$ cat src/rtl/core/plist_pkg.sv
// Package with shared sizes, codes and the cell command type of the positional list engine.
`default_nettype none

package plist_pkg;

  localparam int CAPACITY = 64;

  localparam int DATA_W = 32;
  localparam int POS_W  = 7;
  localparam int LEN_W  = 7;
  localparam int IDX_W  = (CAPACITY > 1) ? $clog2(CAPACITY) : 1;
  localparam int CNT_W  = $clog2(CAPACITY + 1);
  localparam int CMP_W  = ((POS_W > CNT_W) ? POS_W : CNT_W) + 1;

  typedef enum logic [1:0] {
    OP_INSERT   = 2'd0,
    OP_DELETE   = 2'd1,
    OP_RETRIEVE = 2'd2,
    OP_NOP      = 2'd3
  } op_t;

  typedef enum logic [1:0] {
    ST_OK    = 2'd0,
    ST_FULL  = 2'd1,
    ST_EMPTY = 2'd2,
    ST_RANGE = 2'd3
  } status_t;

  // Command broadcast to every cell of the chain.
  typedef struct packed {
    logic             ins_en;
    logic             del_en;
    logic             rd_en;
    logic [IDX_W-1:0] slot;
  } cell_cmd_t;

endpackage

`default_nettype wire

$ cat src/rtl/core/plist_cell.sv
// One storage cell of the list chain, holding a single entry.
`default_nettype none

module plist_cell (
  input  wire logic                         clk,
  input  wire plist_pkg::cell_cmd_t         cmd,
  input  wire logic [plist_pkg::IDX_W-1:0]  index,
  input  wire logic [plist_pkg::DATA_W-1:0] value_in,
  input  wire logic [plist_pkg::DATA_W-1:0] left_data,
  input  wire logic [plist_pkg::DATA_W-1:0] right_data,
  output logic      [plist_pkg::DATA_W-1:0] data,
  output logic      [plist_pkg::DATA_W-1:0] rd_term
);

  // An insert pulls from the lower neighbor above the slot, a delete
  // pulls from the upper neighbor from the slot on.
  always_ff @(posedge clk) begin
    if (cmd.ins_en) begin
      if (index > cmd.slot) begin
        data <= left_data;
      end else if (index == cmd.slot) begin
        data <= value_in;
      end
    end else if (cmd.del_en) begin
      if (index >= cmd.slot) begin
        data <= right_data;
      end
    end
  end

  assign rd_term = (cmd.rd_en && (index == cmd.slot)) ? data : '0;

endmodule

`default_nettype wire

$ cat config.mk
export PLATFORM = sky130hd
export DESIGN_NAME = plist_cell
export DESIGN_NICKNAME = d
export VERILOG_FILES = /design/src/rtl/core/plist_pkg.sv /design/src/rtl/core/plist_cell.sv
export SDC_FILE = /design/constraint.sdc
export NUM_CORES = 1
export LEC_CHECK = 0
export BUFFER_PORTS_ARGS = -buffer_cell sky130_fd_sc_hd__buf_2
export CORE_ASPECT_RATIO = 0.6
export CORE_MARGIN = 4
export CORE_UTILIZATION = 47
export DETAILED_ROUTE_END_ITERATION = 16
export PLACE_DENSITY_LB_ADDON = 0.2
export SLEW_MARGIN = 20
export SYNTH_ARGS = -nofsm -noshare
export SYNTH_HDL_FRONTEND = slang
export SYNTH_SLANG_ARGS = --single-unit
$ cat constraint.sdc
create_clock -name clk -period 8 [get_ports clk]
set_input_delay 1.6 -clock clk [delete_from_list [all_inputs] [get_ports clk]]
set_output_delay 1.6 -clock clk [all_outputs]
set_load 0.01 [all_outputs]
# --- Yosys cells after proc, flatten, opt, wreduce, memory -nomap -nowiden ---
# Cells that the tools add are included.
classes:
  n_reduce_logical: 4
  n_eq_ne: 2
  muxes: 6
  n_addsub: 0
  div: 0
  n_lt_le_gt_ge: 2
  mul: 0
  shift: 0
  n_bitwise: 0
op_table:
  columns: ["cell", "count"]
  rows:
  - ["32-bit two-way mux", 6]
  - ["6-bit equality test", 1]
  - ["6-bit >= comparator", 1]
  - ["6-bit greater-than comparator", 1]
  - ["2-bit nonzero test", 2]
  - ["3-bit by 1-bit inequality test with 1-bit output (second input constant)", 1]
  - ["3-bit AND reduction", 1]
  - ["1-bit logical AND", 1]
word_totals:
  inputBits: 112
  mem_count: 0
  latchBits: 0
  out_inout_bits: 64
  mem_bits_rw: 0
  reg_bits: 32
  wordCells: 15
  mem_bits_ro: 0

# --- Longest topological paths before layout ---
depth:
  depth_word: 4
  depth_mapped: 9
  ltp_nobuf: 6

# --- Least setup slack after synthesis ---
# No wires, ideal clock.
synth_timing:
  path_kind: "input port to output port"
  from: "input port cmd[5] (netlist name)"
  to: "output port rd_term[22] (netlist name)"
  cell_stages: 7
  required_time_ps: 6400
  n_path_buf: 2
  arrival_time_ps: 2886
  slack_ps: 3514
  cell_sequence: "inv_1 ha_1 and4_4 and3_4 buf_6 clkbuf_1 and3_1"
synth_via:
  elab_chain_cells: 3
synth_lines:
  columns: ["element", "line", "text"]
  rows:
  - ["start: declaration", "plist_cell.sv:6", "input wire plist_pkg::cell_cmd_t cmd,"]
  - ["6-bit equality test", "plist_cell.sv:31", "assign rd_term = (cmd.rd_en && (index == cmd.slot)) ? data : '0;"]
  - ["1-bit logical AND", "plist_cell.sv:31", null]
  - ["32-bit two-way mux", "plist_cell.sv:31", null]
  - ["end: declaration", "plist_cell.sv:12", "output logic [plist_pkg::DATA_W-1:0] rd_term"]
# No other way between the ends.

# --- Final worst setup path ---
layout_timing:
  from: "input port cmd[5] (netlist name)"
  to: "output port rd_term[12] (netlist name)"
# The elaborated chain is that of the path after synthesis.

==> metrics.log <==
[metrics] DRC Markers: 0
[metrics] largest registers: data x32
[metrics] Pleak: 1.744 nW
[metrics] instance area after placement: 0.003556 mm^2
[metrics] antenna fix cells: 0
[metrics] root buffer cell: sky130_fd_sc_hd__clkbuf_8
[metrics] result of the run: completed
[metrics] number of clock sinks seen by CTS: 32
[metrics] Worst Slack Setup Final: 2888 ps
[metrics] Worst Setup Slack post-DPL: 2919 ps
[metrics] number of global-route vias before repair: 2687
[metrics] type of the setup path with the least slack: input port to primary output
[metrics] worst rel slew slack: 0.3643
[metrics] relative contribution of combinational cells to total power: 0.313
[metrics] Max-Cap Viols: 0
[metrics] total vias in the final route: 3031
[metrics] final count of hold timing violations: 0
[metrics] Synth Warn #: 0
[metrics] H-tree Lvls: 2
[metrics] overall power of the completed layout: 512.7 uW
[metrics] synthesis-to-finish area growth: 31.73%
[metrics] internal power: 352.5 uW
[metrics] FF+latch count, synth: 32
[metrics] # fillers: 505
[metrics] crit end category: primary output
[metrics] layout cell share with drive strength beyond 1: 0.4077
[metrics] setup repair after global routing missed its margin: no
[metrics] hold wc startpoint: value_in[28]
[metrics] Max rail drop VDD: 0.06404 mV
[metrics] Die Width: 106.9 um
[metrics] Die Outline Area: 0.007203 mm^2
[metrics] count of buffers from port buffering: 175
[metrics] post-detail-place hpwl: 5736 um
[metrics] switch share: 0.3124
[metrics] power spent charging and discharging nets: 160.2 uW
[metrics] startpoint class of the critical path: input port
[metrics] pin count of the biggest net entering global routing: 98
[metrics] number of buffers added by the clock tree synthesis step: 5
[metrics] Routed WL: 8461 um
[metrics] number of slew-limit violations in the final report: 0
[metrics] Fin Setup TNS: 0 ps
[metrics] number of antenna violations at the first check in global routing: 0
[metrics] Flop pwr share: 0.458
[metrics] count of boundary I/O pins: 176
[metrics] final critical-path share of the clock period: 0.6391
[metrics] global-route congestion overflow total: 0
[metrics] global-route wire length before repair: 12840 um
[metrics] final estimated routing congestion in global placement: 0.7859
[metrics] largest driver fanout on the critical path: 97
[metrics] detailed-router iteration count before antenna repair: 5
[metrics] achievable frequency: 0.1956 GHz
[metrics] worst setup path startpoint: cmd[5]
[metrics] final number of setup-violating endpoints: 0
[metrics] gate count after technology mapping: 317
[metrics] utilization after layout: 0.6466
[metrics] min cycle time layout: 5112 ps
[metrics] # hold bufs at CTS: 0
[metrics] worst hold path type: input port to flip-flop
[metrics] routed len/inst: 15.50 um
[metrics] register ranked first by flip-flop count: data
[metrics] sequential element share of the synthesized area: 0.3481
[metrics] number of buffers between clock root and the deepest sink: 2
[metrics] die height: 67.36 um
[metrics] endpoint required time on the critical path: 6400 ps
[metrics] Distinct cells, synth: 20
[metrics] Least-Margin Pin Slew: 953.6 ps
[metrics] number of post-CTS setup repair buffers: 0
[metrics] Mapped Area: 0.002760 mm^2
[metrics] initial cell density of the core: 0.4909
[metrics] initial drt markers: 260
[metrics] count of instances resized after the clock tree is built: 0
[metrics] clock-pin slew reported for the worst setup and hold paths after clock tree synthesis: 70 ps
[metrics] cell area after layout: 0.003636 mm^2
[metrics] Clock Power Share: 0.229
[metrics] max FFs per register: 32
[metrics] number of nets with antenna violations after routing: 0
[metrics] area of the placeable core: 0.005623 mm^2
[metrics] P per Cell Area: 141.0 mW/mm^2
[metrics] num rows: 21
[metrics] GR Util All Layers: 0.2210
[metrics] nets@finish: 583
[metrics] routed via count divided by cell count: 5.551
[metrics] CTS tree: built
[metrics] number of nets in the synthesized netlist: 435
[metrics] arrival time at the worst endpoint: 3510 ps
[metrics] synthesized area per cell: 8.707 um^2
## metal layers
layer,global-route usage,vias up,wire [um]
li1,-,1509,-
met1,0.2927,1374,3709
met2,0.3738,141,3898
met3,0.05635,7,782
met4,0.04147,0,71
met5,0,-,0
## synth_stat cells, drive strengths merged
| cell type | count | area [um^2] |
|---|---|---|
| a31oi | 32 | 200.2 |
| edfxtp | 32 | 960.9 |
| buf | 15 | 133.9 |
| o22a | 1 | 8.760 |
| a21oi | 1 | 8.760 |
| clkbuf | 25 | 93.84 |
| o211ai | 32 | 240.2 |
| a311o | 32 | 320.3 |
| nand2 | 64 | 240.2 |
| and4 | 1 | 11.26 |
| nor2b | 33 | 206.5 |
| a21o | 1 | 7.510 |
| and3 | 33 | 211.5 |
| inv | 6 | 22.52 |
| o21ai | 1 | 8.760 |
| nand3 | 2 | 10.01 |
| ha | 6 | 75.07 |
## metrics by stage
stage	instances	hold WS, ps
floorplan	317	1846
global placement	538	1949
detailed placement	538	1958
CTS	546	1665
global route	546	1673
finish	546	1668
## final cells by class
class | instances | area (um^2) | area share
multi-input combinational | 239 | 1549 | 0.4260
tap | 80 | 100.1 | 0.02753
clock buffer | 7 | 76.32 | 0.02099
inverter | 6 | 22.52 | 0.006194
sequential | 32 | 960.9 | 0.2643
timing repair buffer | 181 | 923.4 | 0.2540
clock inverter | 1 | 3.754 | 0.001032
## worst paths after layout
path  cells after the start  slack (ps)            endpoint
min                       3        1670  data[28]$_DFFE_PP_
max                       7        2890         rd_term[12]
## critical path, cell delays in order
cell	delay, ps
sky130_fd_sc_hd__buf_2	70
sky130_fd_sc_hd__inv_1	30
sky130_fd_sc_hd__ha_1	320
sky130_fd_sc_hd__and4_4	230
sky130_fd_sc_hd__and3_4	800
sky130_fd_sc_hd__and3_1	270
sky130_fd_sc_hd__buf_2	130
## cell usage in the layout (no fill, tap or decap)
cell	instances
sky130_fd_sc_hd__a311o_1	32
sky130_fd_sc_hd__a31oi_1	32
sky130_fd_sc_hd__nand2_1	64
sky130_fd_sc_hd__ha_1	6
sky130_fd_sc_hd__o21ai_2	1
sky130_fd_sc_hd__a21o_1	1
sky130_fd_sc_hd__nor2b_1	33
sky130_fd_sc_hd__nand3_1	2
sky130_fd_sc_hd__buf_4	7
sky130_fd_sc_hd__o211ai_1	32
sky130_fd_sc_hd__clkbuf_1	2
sky130_fd_sc_hd__clkinv_1	1
sky130_fd_sc_hd__inv_1	6
sky130_fd_sc_hd__and3_4	1
sky130_fd_sc_hd__buf_2	174
sky130_fd_sc_hd__and4_4	1
sky130_fd_sc_hd__and3_1	32
sky130_fd_sc_hd__clkbuf_8	5
sky130_fd_sc_hd__a21oi_2	1
sky130_fd_sc_hd__o22a_1	1
sky130_fd_sc_hd__edfxtp_1	32
## cells by family (layout without fill, tap and decap cells)
| group | Yosys count | after routing | share of synthesized area |
|---|---|---|---|
| AO/OA/AOI/OAI | 100 | 100 | 0.2879 |
| buffers and inverters | 46 | 195 | 0.09066 |
| AND/OR/NAND/NOR | 133 | 133 | 0.2461 |
| flip-flops | 32 | 32 | 0.3481 |
| adder cells (fa/ha/maj) | 6 | 6 | 0.02720 |
## power groups by stage
stage / combinational [mW] / sequential [mW] / clock, mW
after CTS: 0.162 / 0.235 / 0.120
after global placement: 0.159 / 0.238 / 0
after floorplan: 0.0757 / 0.251 / 0
after detailed placement: 0.161 / 0.238 / 0
after global routing: 0.177 / 0.239 / 0.128
final: 0.161 / 0.235 / 0.117
Note: power is estimated with default switching activity, not from simulation.
