**src/rtl/core/plist_pkg.sv**
```systemverilog
// Package with shared sizes, codes and the cell command type of the positional list engine.
`default_nettype none

package plist_pkg;

  localparam int CAPACITY = 64;

  localparam int DATA_W = 32;
  localparam int POS_W  = 7;
  localparam int LEN_W  = 7;
  localparam int IDX_W  = (CAPACITY > 1) ? $clog2(CAPACITY) : 1;
  localparam int CNT_W  = $clog2(CAPACITY + 1);
  localparam int CMP_W  = ((POS_W > CNT_W) ? POS_W : CNT_W) + 1;

  typedef enum logic [1:0] {
    OP_INSERT   = 2'd0,
    OP_DELETE   = 2'd1,
    OP_RETRIEVE = 2'd2,
    OP_NOP      = 2'd3
  } op_t;

  typedef enum logic [1:0] {
    ST_OK    = 2'd0,
    ST_FULL  = 2'd1,
    ST_EMPTY = 2'd2,
    ST_RANGE = 2'd3
  } status_t;

  // Command broadcast to every cell of the chain.
  typedef struct packed {
    logic             ins_en;
    logic             del_en;
    logic             rd_en;
    logic [IDX_W-1:0] slot;
  } cell_cmd_t;

endpackage

`default_nettype wire

```
**src/rtl/core/plist_ctrl.sv**
```systemverilog
// Operation decoder: checks count and position and forms the cell command.
`default_nettype none

module plist_ctrl (
  input  wire logic [1:0]                  op,
  input  wire logic [plist_pkg::POS_W-1:0] position,
  input  wire logic [plist_pkg::CNT_W-1:0] count,
  output plist_pkg::cell_cmd_t             cmd,
  output plist_pkg::status_t               status,
  output logic      [plist_pkg::CNT_W-1:0] count_next
);

  logic [plist_pkg::CMP_W-1:0] pos_w;
  logic [plist_pkg::CMP_W-1:0] cnt_w;
  logic [plist_pkg::CMP_W-1:0] slot_w;
  logic                        is_full;
  logic                        in_range;
  logic                        in_range_ins;

  assign pos_w        = plist_pkg::CMP_W'(position);
  assign cnt_w        = plist_pkg::CMP_W'(count);
  assign slot_w       = pos_w - plist_pkg::CMP_W'(1);
  assign is_full      = (cnt_w >= plist_pkg::CMP_W'(plist_pkg::CAPACITY));
  assign in_range     = (pos_w != '0) && (pos_w <= cnt_w);
  assign in_range_ins = (pos_w != '0) && (pos_w <= cnt_w + plist_pkg::CMP_W'(1));

  always_comb begin
    cmd.ins_en = 1'b0;
    cmd.del_en = 1'b0;
    cmd.rd_en  = 1'b0;
    cmd.slot   = slot_w[plist_pkg::IDX_W-1:0];
    status     = plist_pkg::ST_OK;
    count_next = count;
    unique case (plist_pkg::op_t'(op))
      plist_pkg::OP_INSERT: begin
        if (is_full) begin
          status = plist_pkg::ST_FULL;
        end else if (!in_range_ins) begin
          status = plist_pkg::ST_RANGE;
        end else begin
          cmd.ins_en = 1'b1;
          count_next = count + plist_pkg::CNT_W'(1);
        end
      end
      plist_pkg::OP_DELETE: begin
        if (count == '0) begin
          status = plist_pkg::ST_EMPTY;
        end else if (!in_range) begin
          status = plist_pkg::ST_RANGE;
        end else begin
          cmd.del_en = 1'b1;
          count_next = count - plist_pkg::CNT_W'(1);
        end
      end
      plist_pkg::OP_RETRIEVE: begin
        if (!in_range) begin
          status = plist_pkg::ST_RANGE;
        end else begin
          cmd.rd_en = 1'b1;
        end
      end
      default: begin
        status = plist_pkg::ST_OK;
      end
    endcase
  end

endmodule

`default_nettype wire

```
**config.mk**
```make
export PLATFORM = sky130hd
export DESIGN_NAME = plist_ctrl
export DESIGN_NICKNAME = d
export VERILOG_FILES = /design/src/rtl/core/plist_pkg.sv /design/src/rtl/core/plist_ctrl.sv
export SDC_FILE = /design/constraint.sdc
export NUM_CORES = 1
export LEC_CHECK = 0
export ABC_CLOCK_PERIOD_IN_PS = 8700
export BUFFER_PORTS_ARGS = -buffer_cell sky130_fd_sc_hd__buf_2
export CORE_MARGIN = 2
export CORE_UTILIZATION = 50
export DETAILED_ROUTE_END_ITERATION = 10
export GPL_TIMING_DRIVEN = 0
export PLACE_DENSITY_LB_ADDON = 0.1
export SLEW_MARGIN = 15
export SYNTH_ARGS = -nofsm -noshare
export SYNTH_HDL_FRONTEND = slang
export SYNTH_SLANG_ARGS = --single-unit
```
**constraint.sdc**
```tcl
create_clock -name vclk -period 8.7
set_input_delay 1.305 -clock vclk [all_inputs]
set_output_delay 1.305 -clock vclk [all_outputs]
set_load 0.01 [all_outputs]
```
; After elaboration in Yosys (flattened, before gate mapping)
; Index checks and enable logic that the tools add are counted.
[word_totals]
ff_bits = 0
input_bits = 16
out_inout_bits = 18
word_cells = 31
[classes]
n_addsub = 4
order_cmp = 3
eq_ne = 2
muxes = 17
n_reduce_logical = 5
[ops]
columns = cell, n
row1 = 7-bit 2-to-1 mux, 4
row2 = 7-bit one-hot mux with 2 select lines, 1
row3 = 7-bit by 1-bit adder with 8-bit output (second input constant), 1
row4 = 7-bit by 8-bit less-or-equal comparator with 1-bit output, 1
row5 = 2-bit 2-to-1 mux, 4
row6 = 8-bit nonzero test, 1
row7 = 7-bit by 1-bit adder with 7-bit output (second input constant), 1
row8 = 7-bit >= comparator (second input constant), 1
row9 = 7-bit less-or-equal comparator, 1
row10 = 7-bit zero test, 1
row11 = 1-bit 2-to-1 mux, 7
row12 = 7-bit by 1-bit subtractor with 7-bit output (second input constant), 1
row13 = 2-bit one-hot mux with 3 select lines, 1
row14 = 6-bit by 1-bit subtractor with 6-bit output (second input constant), 1
row15 = 2-bit by 1-bit equality test with 1-bit output (second input constant), 1
row16 = 2-bit equality test (second input constant), 1
row17 = 1-bit logical AND, 2
row18 = 2-bit zero test, 1

; Logic depth before layout (Yosys ltp)
[logic_depth]
word_depth = 6
depth_mapped = 11

; Worst setup path before layout
; No wires, ideal clock.
[synth_timing]
path_type = input to output
startpoint = input count[1] (netlist name)
endpoint = output count_next[2] (netlist name)
arrival_time_ns = 3.456
setup_slack_ns = 3.939
cell_stages = 11
path_buffers = 0
cell_sequence = inv_1 -> nor3_1 -> nand3_1 -> xnor2_1 -> ha_1 -> nand3_1 -> nor2_1 -> a211oi_1 -> nor2_1 -> a32o_1 -> a32oi_1
[synth_via]
elab_chain_len = 6
elab_cells_between_ends = 14
cone_classes = add/sub (3) / order compare (3) / mux (5) / reduce/logical (3)
[synth_rtl]
columns = element, line
row1 = "start, declared", plist_ctrl.sv:7  ; input wire logic [plist_pkg::CNT_W-1:0] count,
row2 = 7-bit by 1-bit adder with 8-bit output, plist_ctrl.sv:25  ; assign in_range_ins = (pos_w != '0) && (pos_w <= cnt_w + plist_pkg::CMP_W'(1));
row3 = 7-bit by 8-bit less-or-equal comparator with 1-bit output, plist_ctrl.sv:25
row4 = 1-bit logical AND, plist_ctrl.sv:25
row5 = 7-bit 2-to-1 mux, plist_ctrl.sv:38  ; end else if (!in_range_ins) begin
row6 = 7-bit 2-to-1 mux, plist_ctrl.sv:36  ; if (is_full) begin
row7 = 7-bit one-hot mux with 2 select lines (*), plist_ctrl.sv:34  ; unique case (plist_pkg::op_t'(op))
row8 = "end, declared", plist_ctrl.sv:10  ; output logic [plist_pkg::CNT_W-1:0] count_next
; Every way passes the cells marked *; elsewhere a longest branch is shown, timed or not.

; Worst setup path in the final report
[layout_timing]
startpoint = input count[2] (netlist name)
endpoint = output count_next[2] (netlist name)
; Same word-level chain as after synthesis.

==> key figures <==
Logic synthesis
  – Synth Area per Inst: 6.80 µm²
  – Netlist cell types: 36
  – Post-synthesis sequential area ratio: 0%
  – Syn nets: 170
  – Synth Warn #: 0
  – Area contributors post-synth: ha_1, xnor2_1, nor2_1
  – Gate Count Post-Synth: 135
  – Post-Synthesis Cell Area: 918 µm²
  – Share of the synthesized area in the top cell type: 25.9%
  – Post-synth top area cell: ha_1

Routing
  – Detailed Route Iter0 Violations: 29
  – Routed wire per std cell: 12.9 µm
  – Routed vias: 1113
  – Vias/cell: 5.89
  – Post-route ant nets: 0
  – WL final: 2430 µm
  – DRC Markers: 0
  – Drt pass-1 iters: 4

Worst hold path
  – Worst Hold Class: input pin to output port

Global routing
  – Initial antenna violation count: 0
  – First-pass GRT wire length: 3880 µm
  – GR Util All Layers: 23.3%
  – Number of global-route vias before repair: 916
  – Grt ovf: 0
  – Largest net degree at the start of global routing: 11

Setup path
  – CP Capture Type: output port
  – Critical path class: input pin to output port
  – Worst path required time: 7.39 ns
  – CP delay by family, top: simple AND/OR/NAND/NOR gates
  – Critical path's most frequent cell: buf_2
  – CP bufs+invs: 3
  – Crit path cell chain: buf_2 -> inv_1 -> nor3_1 -> nand3_1 -> xnor2_1 -> ha_1 -> a21o_1 -> a21oi_1 -> o21ai_2 -> nor3_2 -> a31oi_1 -> a32oi_1 -> buf_2
  – Critical-path top delay cell: nor3_1
  – CP Max Fanout: 8
  – Crit start category: input pin
  – Worst EP arrival: 4.15 ns
  – Crit path largest cell delay: 0.43 ns

Timing
  – Setup Viol. Count Final: 0
  – Achievable Freq: 183 MHz
  – Crit share post-route: 62.7%
  – Post-layout min period: 5.45 ns
  – Post-Route Setup TNS: 0 ns
  – Final slew viol count: 0
  – Final hold violations: 0
  – Relative slew slack: 63.6%
  – Worst Tran Pin Value: 0.544 ns
  – RSZ-0062 raised after global routing: false

Clocking
  – Post-CTS Setup Repair Bufs: 0
  – Hold buffers post-CTS: 0
  – Post-CTS Resized: 0

Die
  – Core area: 1730 µm²
  – Die span in y: 46.9 µm
  – Die X: 46.9 µm
  – Initial core utilization: 53.2%
  – I/O pin count: 34
  – Die area: 2200 µm²
  – Row count: 15

Pwr
  – Largest vdd supply drop: 0.0290 mV
  – LEAKAGE: 0.542 nW
  – Cell area power density: 55.6 nW/µm²

Finish
  – Cell area after layout: 1090 µm²
  – Sequential cell area: 0 µm²
  – Layout Nets: 201
  – Area delta synth->final: 19.2%
  – Sequential cell count: 0
  – # diodes: 0
  – Post-route insts no fill: 189
  – # clk buffers: 0
  – Layout cells sized above 1: 23.8%

Place
  – HPWL after DPL: 2060 µm
  – IO buf count: 29
  – Placed cell area: 1090 µm²
  – Placed cells: 189
  – Routability-driven placement congestion ratio: 0.929

Flow run
  – Max Cap Violations: 0

Run status
  – Outcome: finished clean
==> layout by cell type, fill, tap and decap left out, types with 3 or more instances in the layout <==
| cell | count |
|---|---|
| buf_2 | 32 |
| nand2_1 | 11 |
| xnor2_1 | 10 |
| nor2_1 | 15 |
| nand4_1 | 6 |
| nand3_1 | 8 |
| nor3_1 | 5 |
| ha_1 | 19 |
| o21ai_0 | 3 |
| a21oi_1 | 7 |
| a32oi_1 | 3 |
| inv_1 | 13 |
==> through the flow <==
step	hold WS [ns]	power, mW	util (%)	worst slack, ns
global route	2.96	0.0681	63.4	3.05
detailed placement	2.94	0.0605	63.4	3.30
CTS	2.94	0.0609	63.4	3.28
floorplan	2.69	0.0408	-	3.94
finish	2.93	0.0609	63.4	3.25
global placement	2.93	0.0584	63.4	3.29
==> final timing paths <==
check                        from             to  slack, ns  cells past startpoint
worst min-delay path  position[5]         cmd[5]       2.93                      3
worst max-delay path     count[2]  count_next[2]       3.25                     13
==> metal layers <==
metal	wire length, µm	global-route usage [%]	part of all wire [%]	vias up
met5	0	0	0	-
met4	12	3.89	0.49	0
met3	143	2.69	5.9	2
met2	1220	39.5	50	46
met1	1060	32.3	43	515
li1	-	-	-	550
==> worst min-delay path: cells and delay by family <==
family / cells / cell delay [ns]
buffers and inverters: 2 / 0.25
XOR/XNOR: 1 / 0.07
==> power breakdown <==
group          switching [mW]  internal (mW)
clock network               0              0
logic                  0.0362         0.0247
registers                   0              0
total                  0.0362         0.0247
==> Yosys cell counts, types with 2 or more instances <==
cell type / number
a211o_1: 2
a21o_1: 2
nand4_1: 6
xor2_1: 2
o21ai_0: 3
a21oi_1: 7
nand3_1: 8
nor2_1: 15
clkbuf_1: 2
a31oi_1: 2
nand2_1: 11
a211oi_1: 2
ha_1: 19
nor2b_1: 2
buf_2: 3
o211ai_1: 2
xnor2_1: 10
inv_1: 13
a32oi_1: 3
nor3_1: 5
==> cell type report <==
class                      instances  area, µm²
multi-input combinational        117        847
timing repair buffer              29        145
buffer                             5       22.5
inverter                          13       48.8
fill                             199        632
tap                               25       31.3
==> logic make-up after synthesis <==
family,synth area share [%]
compound gates,24.4
xor+xnor,11.4
fa+ha+maj,25.9
buf+inv,7.77
simple gates,30.5
Power figures use the tool's default switching activity.
